$ cat config.mk
export PLATFORM = sky130hd
export DESIGN_NAME = image_min_max_mean
export DESIGN_NICKNAME = d
export VERILOG_FILES = /design/src/rtl/imm_pkg.sv /design/src/rtl/imm_div.sv /design/src/rtl/imm_ctrl.sv /design/src/rtl/imm_datapath.sv /design/src/rtl/image_min_max_mean.sv
export SDC_FILE = /design/constraint.sdc
export NUM_CORES = 1
export LEC_CHECK = 0
export BUFFER_PORTS_ARGS = -buffer_cell sky130_fd_sc_hd__buf_2
export CAP_MARGIN = 10
export CORE_UTILIZATION = 40
export CTS_CLUSTER_DIAMETER = 120
export DETAILED_ROUTE_END_ITERATION = 8
export SYNTH_ARGS = -nofsm -noshare
export SYNTH_HDL_FRONTEND = slang
export SYNTH_SLANG_ARGS = --single-unit
$ cat constraint.sdc
create_clock -name clock -period 6.3 [get_ports clock]
set_input_delay 0.63 -clock clock [delete_from_list [all_inputs] [get_ports clock]]
set_output_delay 0.63 -clock clock [all_outputs]
set_load 0.005 [all_outputs]
$ cat src/rtl/imm_pkg.sv
// ----------------------------------------------------------------------------
// Frame statistics package
// Shared types, constants and a helper function of the frame min/max/mean block.
// ----------------------------------------------------------------------------
package imm_pkg;

   localparam int unsigned PIXEL_W     = 8;
   localparam int unsigned CFG_W       = 13;
   localparam int unsigned CSR_INDEX_W = 1;
   localparam int unsigned SUM_W       = 32;
   localparam int unsigned NUM_W       = SUM_W + 1;

   localparam logic [PIXEL_W-1:0] PIXEL_MAX = '1;

   localparam logic [CSR_INDEX_W-1:0] CSR_FRAME_WIDTH  = 1'b0;
   localparam logic [CSR_INDEX_W-1:0] CSR_FRAME_HEIGHT = 1'b1;

   localparam logic [CFG_W-1:0] RESET_FRAME_WIDTH  = 13'd640;
   localparam logic [CFG_W-1:0] RESET_FRAME_HEIGHT = 13'd480;

   typedef enum logic {
      ST_IDLE,
      ST_DIVIDE
   } imm_state_type;

   typedef struct packed {
      logic accept;
      logic frame_end;
      logic load_out;
   } imm_cmd_type;

   typedef struct packed {
      logic frame_last;
      logic dims_ok;
      logic div_busy;
      logic out_free;
   } imm_status_type;

   function automatic logic [31:0] clamp_dim(input logic [CFG_W-1:0] value,
                                             input logic [31:0] limit);
      logic [31:0] v;
      v = 32'(value);
      if (v == 32'd0) begin
         return 32'd1;
      end else if (v > limit) begin
         return limit;
      end
      return v;
   endfunction

endpackage

$ cat src/rtl/imm_div.sv
// ----------------------------------------------------------------------------
// Frame statistics divider
// Restoring divider that resolves one quotient bit per clock cycle.
// ----------------------------------------------------------------------------
module imm_div #(
   parameter int unsigned DIV_W = 24
) (
   input  logic                           clock,
   input  logic                           reset,
   input  logic                           start,
   input  logic [imm_pkg::NUM_W-1:0]      dividend,
   input  logic [DIV_W-1:0]               divisor,
   output logic                           busy,
   output logic [imm_pkg::PIXEL_W-1:0]    quotient
);

   localparam int unsigned CW = $clog2(imm_pkg::NUM_W + 1);

   logic [imm_pkg::NUM_W-1:0] num_ff, num_in;
   logic [DIV_W-1:0]          rem_ff, rem_in;
   logic [DIV_W-1:0]          den_ff, den_in;
   logic [CW-1:0]             cnt_ff, cnt_in;
   logic [DIV_W:0]            shifted;
   logic [DIV_W:0]            diff;
   logic                      fits;

   assign shifted = {rem_ff, num_ff[imm_pkg::NUM_W-1]};
   assign diff    = shifted - {1'b0, den_ff};
   assign fits    = shifted >= {1'b0, den_ff};

   always_comb begin
      num_in = num_ff;
      rem_in = rem_ff;
      den_in = den_ff;
      cnt_in = cnt_ff;
      if (start) begin
         num_in = dividend;
         rem_in = '0;
         den_in = divisor;
         cnt_in = CW'(imm_pkg::NUM_W);
      end else if (cnt_ff != '0) begin
         num_in = {num_ff[imm_pkg::NUM_W-2:0], fits};
         rem_in = fits ? diff[DIV_W-1:0] : shifted[DIV_W-1:0];
         cnt_in = cnt_ff - 1'b1;
      end
   end

   always_ff @(posedge clock) begin
      if (reset) begin
         cnt_ff <= '0;
      end else begin
         cnt_ff <= cnt_in;
      end
   end

   always_ff @(posedge clock) begin
      num_ff <= num_in;
      rem_ff <= rem_in;
      den_ff <= den_in;
   end

   assign busy     = cnt_ff != '0;
   assign quotient = num_ff[imm_pkg::PIXEL_W-1:0];

endmodule

$ cat src/rtl/imm_ctrl.sv
// ----------------------------------------------------------------------------
// Frame statistics controller
// Sequences pixel acceptance, the end-of-frame divide and the result hand-off.
// ----------------------------------------------------------------------------
module imm_ctrl (
   input  logic                    clock,
   input  logic                    reset,
   input  logic                    req_valid,
   output logic                    req_ready,
   input  imm_pkg::imm_status_type status,
   output imm_pkg::imm_cmd_type    cmd
);

   imm_pkg::imm_state_type state_ff, state_in;

   always_ff @(posedge clock) begin
      if (reset) begin
         state_ff <= imm_pkg::ST_IDLE;
      end else begin
         state_ff <= state_in;
      end
   end

   always_comb begin
      state_in      = state_ff;
      req_ready     = 1'b0;
      cmd.accept    = 1'b0;
      cmd.frame_end = 1'b0;
      cmd.load_out  = 1'b0;
      unique case (state_ff)
         imm_pkg::ST_IDLE: begin
            req_ready     = status.dims_ok;
            cmd.accept    = req_valid && req_ready;
            cmd.frame_end = cmd.accept && status.frame_last;
            if (cmd.frame_end) begin
               state_in = imm_pkg::ST_DIVIDE;
            end
         end
         imm_pkg::ST_DIVIDE: begin
            req_ready  = status.dims_ok && !status.frame_last;
            cmd.accept = req_valid && req_ready;
            if (!status.div_busy && status.out_free) begin
               cmd.load_out = 1'b1;
               state_in     = imm_pkg::ST_IDLE;
            end
         end
         default: begin
            state_in = imm_pkg::ST_IDLE;
         end
      endcase
   end

endmodule

$ cat src/rtl/imm_datapath.sv
// ----------------------------------------------------------------------------
// Frame statistics datapath
// Frame size registers, running accumulators, divider and result register.
// ----------------------------------------------------------------------------
module imm_datapath #(
   parameter int unsigned MAX_WIDTH  = 4096,
   parameter int unsigned MAX_HEIGHT = 4096
) (
   input  logic                             clock,
   input  logic                             reset,
   input  imm_pkg::imm_cmd_type             cmd,
   output imm_pkg::imm_status_type          status,
   input  logic [imm_pkg::PIXEL_W-1:0]      req_pixel,
   input  logic                             csr_write,
   input  logic [imm_pkg::CSR_INDEX_W-1:0]  csr_index,
   input  logic [imm_pkg::CFG_W-1:0]        csr_wdata,
   input  logic                             rsp_ready,
   output logic                             rsp_valid,
   output logic [imm_pkg::PIXEL_W-1:0]      rsp_minimum,
   output logic [imm_pkg::PIXEL_W-1:0]      rsp_maximum,
   output logic [imm_pkg::PIXEL_W-1:0]      rsp_average
);

   localparam int unsigned WW      = $clog2(MAX_WIDTH + 1);
   localparam int unsigned HW      = $clog2(MAX_HEIGHT + 1);
   localparam int unsigned MAX_PIX = MAX_WIDTH * MAX_HEIGHT;
   localparam int unsigned CNT_W   = $clog2(MAX_PIX + 1);

   logic [WW-1:0]                 wd_ff, wd_in;
   logic [HW-1:0]                 ht_ff, ht_in;
   logic [WW+HW-1:0]              product;
   logic [CNT_W-1:0]              n_ff;
   logic                          dims_ok_ff;
   logic [CNT_W-1:0]              cnt_ff, cnt_in;
   logic [CNT_W:0]                cnt_inc;
   logic [imm_pkg::PIXEL_W-1:0]   min_ff, min_in, min_next;
   logic [imm_pkg::PIXEL_W-1:0]   max_ff, max_in, max_next;
   logic [imm_pkg::SUM_W-1:0]     sum_ff, sum_in, sum_next;
   logic [imm_pkg::PIXEL_W-1:0]   snap_min_ff, snap_max_ff;
   logic [imm_pkg::NUM_W-1:0]     dividend;
   logic                          div_busy;
   logic [imm_pkg::PIXEL_W-1:0]   quotient;
   logic                          rsp_valid_ff, rsp_valid_in;
   logic [imm_pkg::PIXEL_W-1:0]   rsp_min_ff, rsp_max_ff, rsp_avg_ff;

   // Frame size registers hold the already clamped dimensions.
   always_comb begin
      wd_in = wd_ff;
      ht_in = ht_ff;
      if (csr_write) begin
         unique case (csr_index)
            imm_pkg::CSR_FRAME_WIDTH:  wd_in = WW'(imm_pkg::clamp_dim(csr_wdata, MAX_WIDTH));
            imm_pkg::CSR_FRAME_HEIGHT: ht_in = HW'(imm_pkg::clamp_dim(csr_wdata, MAX_HEIGHT));
            default: ;
         endcase
      end
   end

   assign product = (WW+HW)'(wd_ff) * (WW+HW)'(ht_ff);

   always_ff @(posedge clock) begin
      if (reset) begin
         wd_ff      <= WW'(imm_pkg::clamp_dim(imm_pkg::RESET_FRAME_WIDTH, MAX_WIDTH));
         ht_ff      <= HW'(imm_pkg::clamp_dim(imm_pkg::RESET_FRAME_HEIGHT, MAX_HEIGHT));
         dims_ok_ff <= 1'b0;
      end else begin
         wd_ff      <= wd_in;
         ht_ff      <= ht_in;
         dims_ok_ff <= !csr_write;
      end
   end

   always_ff @(posedge clock) begin
      n_ff <= CNT_W'(product);
   end

   // Running accumulators.
   assign cnt_inc  = {1'b0, cnt_ff} + 1'b1;
   assign min_next = (req_pixel < min_ff) ? req_pixel : min_ff;
   assign max_next = (req_pixel > max_ff) ? req_pixel : max_ff;
   assign sum_next = sum_ff + imm_pkg::SUM_W'(req_pixel);

   always_comb begin
      cnt_in = cnt_ff;
      min_in = min_ff;
      max_in = max_ff;
      sum_in = sum_ff;
      if (cmd.frame_end) begin
         cnt_in = '0;
         min_in = imm_pkg::PIXEL_MAX;
         max_in = '0;
         sum_in = '0;
      end else if (cmd.accept) begin
         cnt_in = cnt_inc[CNT_W-1:0];
         min_in = min_next;
         max_in = max_next;
         sum_in = sum_next;
      end
   end

   always_ff @(posedge clock) begin
      if (reset) begin
         cnt_ff <= '0;
         min_ff <= imm_pkg::PIXEL_MAX;
         max_ff <= '0;
         sum_ff <= '0;
      end else begin
         cnt_ff <= cnt_in;
         min_ff <= min_in;
         max_ff <= max_in;
         sum_ff <= sum_in;
      end
   end

   always_ff @(posedge clock) begin
      if (cmd.frame_end) begin
         snap_min_ff <= min_next;
         snap_max_ff <= max_next;
      end
   end

   assign dividend = {1'b0, sum_next} + imm_pkg::NUM_W'(n_ff >> 1);

   imm_div #(
      .DIV_W (CNT_W)
   ) u_div (
      .clock    (clock),
      .reset    (reset),
      .start    (cmd.frame_end),
      .dividend (dividend),
      .divisor  (n_ff),
      .busy     (div_busy),
      .quotient (quotient)
   );

   // Result register.
   always_comb begin
      rsp_valid_in = rsp_valid_ff;
      if (cmd.load_out) begin
         rsp_valid_in = 1'b1;
      end else if (rsp_ready) begin
         rsp_valid_in = 1'b0;
      end
   end

   always_ff @(posedge clock) begin
      if (reset) begin
         rsp_valid_ff <= 1'b0;
      end else begin
         rsp_valid_ff <= rsp_valid_in;
      end
   end

   always_ff @(posedge clock) begin
      if (cmd.load_out) begin
         rsp_min_ff <= snap_min_ff;
         rsp_max_ff <= snap_max_ff;
         rsp_avg_ff <= quotient;
      end
   end

   assign status.frame_last = cnt_inc >= {1'b0, n_ff};
   assign status.dims_ok    = dims_ok_ff;
   assign status.div_busy   = div_busy;
   assign status.out_free   = !rsp_valid_ff || rsp_ready;

   assign rsp_valid   = rsp_valid_ff;
   assign rsp_minimum = rsp_min_ff;
   assign rsp_maximum = rsp_max_ff;
   assign rsp_average = rsp_avg_ff;

endmodule

$ cat src/rtl/image_min_max_mean.sv
// ----------------------------------------------------------------------------
// Frame minimum, maximum and mean
// Collects the statistics of one frame of 8-bit pixels and reports them.
// ----------------------------------------------------------------------------
// Pixels arrive in raster order on the req_ channel, one per transaction, and
// are taken at one per clock cycle except where intake pauses as set out
// below. The frame size comes from two registers written on the csr_ channel
// (index 0 width, index 1 height); a zero size is taken as one and an
// oversized one as the maximum. Writes are always taken, and pixel intake
// pauses after each write while the frame size product is recomputed. The
// transaction that completes a frame starts a restoring divide, one quotient
// bit per cycle; once the divide is done and the output register is free, one
// result transaction with minimum, maximum and rounded mean appears on the
// rsp_ channel. Pixels of the next frame keep flowing during the divide; only
// the pixel that would complete another frame waits until the previous result
// has moved into the output register. A stalled result holds in the output
// register and the divider result waits behind it. Reset restores a 640 by
// 480 frame and clears all running statistics.
// ----------------------------------------------------------------------------
module image_min_max_mean #(
   parameter int unsigned MAX_WIDTH  = 4096,
   parameter int unsigned MAX_HEIGHT = 4096
) (
   input  logic                             clock,
   input  logic                             reset,
   input  logic                             req_valid,
   output logic                             req_ready,
   input  logic [imm_pkg::PIXEL_W-1:0]      req_pixel,
   output logic                             rsp_valid,
   input  logic                             rsp_ready,
   output logic [imm_pkg::PIXEL_W-1:0]      rsp_minimum,
   output logic [imm_pkg::PIXEL_W-1:0]      rsp_maximum,
   output logic [imm_pkg::PIXEL_W-1:0]      rsp_average,
   input  logic                             csr_valid,
   output logic                             csr_ready,
   input  logic [imm_pkg::CSR_INDEX_W-1:0]  csr_index,
   input  logic [imm_pkg::CFG_W-1:0]        csr_wdata
);

   imm_pkg::imm_cmd_type    cmd;
   imm_pkg::imm_status_type status;

   assign csr_ready = 1'b1;

   imm_ctrl u_ctrl (
      .clock     (clock),
      .reset     (reset),
      .req_valid (req_valid),
      .req_ready (req_ready),
      .status    (status),
      .cmd       (cmd)
   );

   imm_datapath #(
      .MAX_WIDTH  (MAX_WIDTH),
      .MAX_HEIGHT (MAX_HEIGHT)
   ) u_datapath (
      .clock       (clock),
      .reset       (reset),
      .cmd         (cmd),
      .status      (status),
      .req_pixel   (req_pixel),
      .csr_write   (csr_valid && csr_ready),
      .csr_index   (csr_index),
      .csr_wdata   (csr_wdata),
      .rsp_ready   (rsp_ready),
      .rsp_valid   (rsp_valid),
      .rsp_minimum (rsp_minimum),
      .rsp_maximum (rsp_maximum),
      .rsp_average (rsp_average)
   );

endmodule
==> flow_summary_export.csv <==
group,metric,value,unit
die,die_w,224,um
finish,layout_common_cells,"275 x nand2_1, 261 x inv_1, 168 x ha_1",
clock_network,post_cts_buffers,0,
die,std_cell_rows,80,
synth,synth_nets,2504,
power,power.switching,2.31,mW
finish,area_growth_syn_to_layout,9.45,%
worst_setup_path,arrival,6.35,ns
synth,synthCells,2186,
drt,drt-initial-drc-count,765,
finish,fin_util,44.7,%
synth,ys_seq_area_share,31.1,%
power,p_seq_share,36.7,%
global_routing,grt_max_degree,70,
sta,slew_headroom,40.3,%
power,vdd_drop_max,0.193,mV
sta,final-setup-viol-count,0,
placement,place_congestion,0.873,
hold_path,hold_depth,2,
synth,synth_top_area_share,16.1,%
power,power,6.38,mW
drt,first_pass_iters,5,
drt,wl_per_cell,16.3,um
placement,dpl.hpwl,35.5,mm
synth,yosysTopAreaCell,"dfxtp_1",
worst_setup_path,reg2reg_from,"u_datapath.wd_ff[7]",
finish,layout_commonest_cell,"nand2_1",
finish,nets,2517,
power,combPwrFrac,35.1,%
synth,synth_area_per_cell,8.99,um^2
hold_path,hold_path_class,"input port to flop",
drt,wl_met2,21.9,mm
sta,worstMarginPinSlew,0.892,ns
worst_setup_path,cp_common_cell,"fa_1",
die,boundaryPins,54,
job,cap_violations,0,
drt,wl_met1,21.6,mm
clock_network,ctsHoldBuffers,0,
global_routing,grt_pass1_vias,14735,
drt,via_per_inst,5.12,
sta,fin_skew,0.0152,ns
worst_setup_path,end_kind,"flop",
global_routing,grt_pass1_wl,76.8,mm
sta,slew_viol_final,0,
sta,setup_tns,0,ns
sta,period_needed,5.88,ns
synth,ys_types,88,
synth,ys_async_sr_fraction,0,%
clock_network,cts.htree.levels,1,
power,static-leakage-power,9.66,nW
worst_setup_path,cp-start-kind,"flop",
synth,synth_area_leaders,"dfxtp_1 16%, edfxtp_1 15%, fa_1 13%, ha_1 11%, nand2_1 5.3%",
global_routing,grt_usage,19.1,%
drt,routed_wl,47.0,mm
hold_path,hold_end,"u_datapath.dims_ok_ff",
power,swShare,36.2,%
worst_setup_path,r2r-end,"u_datapath.n_ff[23]",
synth,synthFlopType,"dfxtp_1",
placement,place_inst,2824,
clock_network,clock_latency,0.59,ns
power,internal_power,4.07,mW
worst_setup_path,crit_chain,"and2_1 > fa_1 > inv_1 > fa_1 > inv_1 > fa_1 > fa_1 > inv_1 > fa_1 > inv_1 > ha_1 > o21a_1 > o21ai_0 > a311oi_1 > o2111ai_1 > a41o_1 > a21oi_1 > a41o_1 > a21oi_1 > xnor2_1",
synth,syn_area,19700,um^2
worst_setup_path,critPathKind,"flop to flop",
hold_path,timing.hold.worst.start,"csr_valid",
clock_network,root_buffer,"clkbuf_16",
clock_network,cts_resized,0,
worst_setup_path,crit_path_max_incr_delay,0.53,ns
sta,fmax,0.170,GHz
worst_setup_path,crit_required,6.77,ns
clock_network,cts_num_sinks,256,
sta,timing.final.crit_share,93.3,%
power,power.density,297,nW/um^2
finish,fillers,4729,
worst_setup_path,crit_fanout,14,
synth,synth_edf_count,98,
global_routing,overflow,0,
sta,finalHoldViolations,0,
outcome,status,"completed",
die,core_area,48100,um^2
finish,drive_above_1_share,7.65,%
synth,synth-seq-cells,256,
drt,drc_errors,0,
worst_setup_path,reg2regPathDepth,20,
finish,stdcell_count,2880,
clock_network,clk_path_buf_depth,3,
worst_setup_path,cp_slowest_cell,"fa_1",
drt,routed-wl-met3,2.10,mm
power,clkPwrFrac,28.3,%
die,start_util,40.8,%
global_routing,antenna_found_initial,4,
worst_setup_path,reg2reg_slack,0.42,ns
drt,ant_nets,0,
clock_network,cts_buffers,29,
clock_network,clk_pin_slew,0.06,ns
placement,io_buffers,52,
die,die_y,224,um
synth,yosys_warnings,0,
die,die_area,50000,um^2
drt,vias,14733,
drt,highest_layer,"met4",
clock_network,cts_tree,"yes",
sta,rsz0062_at_grt,"no",
## power groups by stage
stage | sequential [mW] | clock [mW] | combinational [mW]
global route | 2.37 | 1.91 | 2.55
detailed placement | 2.37 | 0 | 2.23
floorplan | 2.25 | 0 | 1.80
CTS | 2.34 | 1.85 | 2.24
global placement | 2.37 | 0 | 2.17
finish | 2.34 | 1.80 | 2.24
## logic make-up (layout without fill, tap and decap cells)
| group | after synthesis | after routing | synth area share, % |
|---|---|---|---|
| buf+inv | 348 | 384 | 7.06 |
| other cells | 1 | 3 | 0.0191 |
| flops | 256 | 256 | 31.1 |
| compound gates | 389 | 389 | 12.9 |
| mux | 23 | 23 | 1.27 |
| fa+ha+maj | 291 | 291 | 23.2 |
| simple gates | 717 | 717 | 17.3 |
| xor+xnor | 161 | 161 | 7.17 |
## layer usage
layer | up-vias | GRT usage (%)
met5 | - | 0
met4 | 0 | 6.01
met3 | 82 | 3.40
met2 | 256 | 32.0
met1 | 7057 | 24.9
li1 | 7338 | -
## per-stage QoR
stage                     hold WS [ns]  setup slack, ns  cell area, um^2
final                            0.294            0.420            21500
after global routing             0.284           0.0722            21500
after CTS                        0.279            0.423            21500
after detailed placement         0.406            0.436            20500
after global placement           0.401            0.511            20500
after floorplan                  0.400             1.01            19700
## Yosys cell counts, drive strengths merged, types with 8 or more instances
cell type  instances
nand2            276
inv              262
ha               168
nor2             168
dfxtp            158
a21oi            130
fa               123
edfxtp            98
and2              87
o21ai             86
xor2              81
xnor2             80
clkbuf            58
nand3             43
a21o              38
nor3              31
a211oi            28
buf               28
nand4             24
a211o             20
nor2b             17
mux2              16
o21a              16
and3              15
nand2b            12
or3               10
o211a              9
and4               8
## layout make-up
type / count / area [um^2] / share of cell area (%)
clock buffers: 37 / 827 / 3.84
repair buffers: 68 / 393 / 1.83
diodes: 2 / 5.00 / 0.0233
well taps: 656 / 821 / 3.82
multi-input cells: 1582 / 12200 / 56.6
clock inverters: 17 / 200 / 0.931
flip-flops and latches: 256 / 6110 / 28.4
inverters: 262 / 983 / 4.57
## how the worst max path moves through the flow
stage               depth (start not counted)             endpoint  slack (ns)                start
floorplan                                  21  u_datapath.n_ff[23]        1.01  u_datapath.ht_ff[2]
global placement                           20  u_datapath.n_ff[23]        0.51  u_datapath.wd_ff[7]
detailed placement                         20  u_datapath.n_ff[23]        0.44  u_datapath.wd_ff[7]
CTS                                        20  u_datapath.n_ff[23]        0.42  u_datapath.wd_ff[7]
global route                               20  u_datapath.n_ff[23]        0.07  u_datapath.wd_ff[6]
finish                                     20  u_datapath.n_ff[23]        0.42  u_datapath.wd_ff[7]
## flip-flops by register name (all words and copies together) (netlist names), 13 cells and up
name                     flops
u_datapath.n_ff             25
u_datapath.cnt_ff           25
u_datapath.u_div.rem_ff     25
u_datapath.ht_ff            13
u_datapath.u_div.den_ff     25
u_datapath.wd_ff            13
u_datapath.u_div.num_ff     33
u_datapath.sum_ff           32
## critical path: cells and delay by family (launching register included)
family	cells	cell delay, ns
AND/OR/NAND/NOR	1	0.27
flip-flops	1	0.48
AO/OA/AOI/OAI	8	1.82
adder cells (fa/ha/maj)	6	2.86
buffers and inverters	4	0.19
XOR/XNOR	1	0.13
No activity file was read; power rests on OpenSTA's default activity.
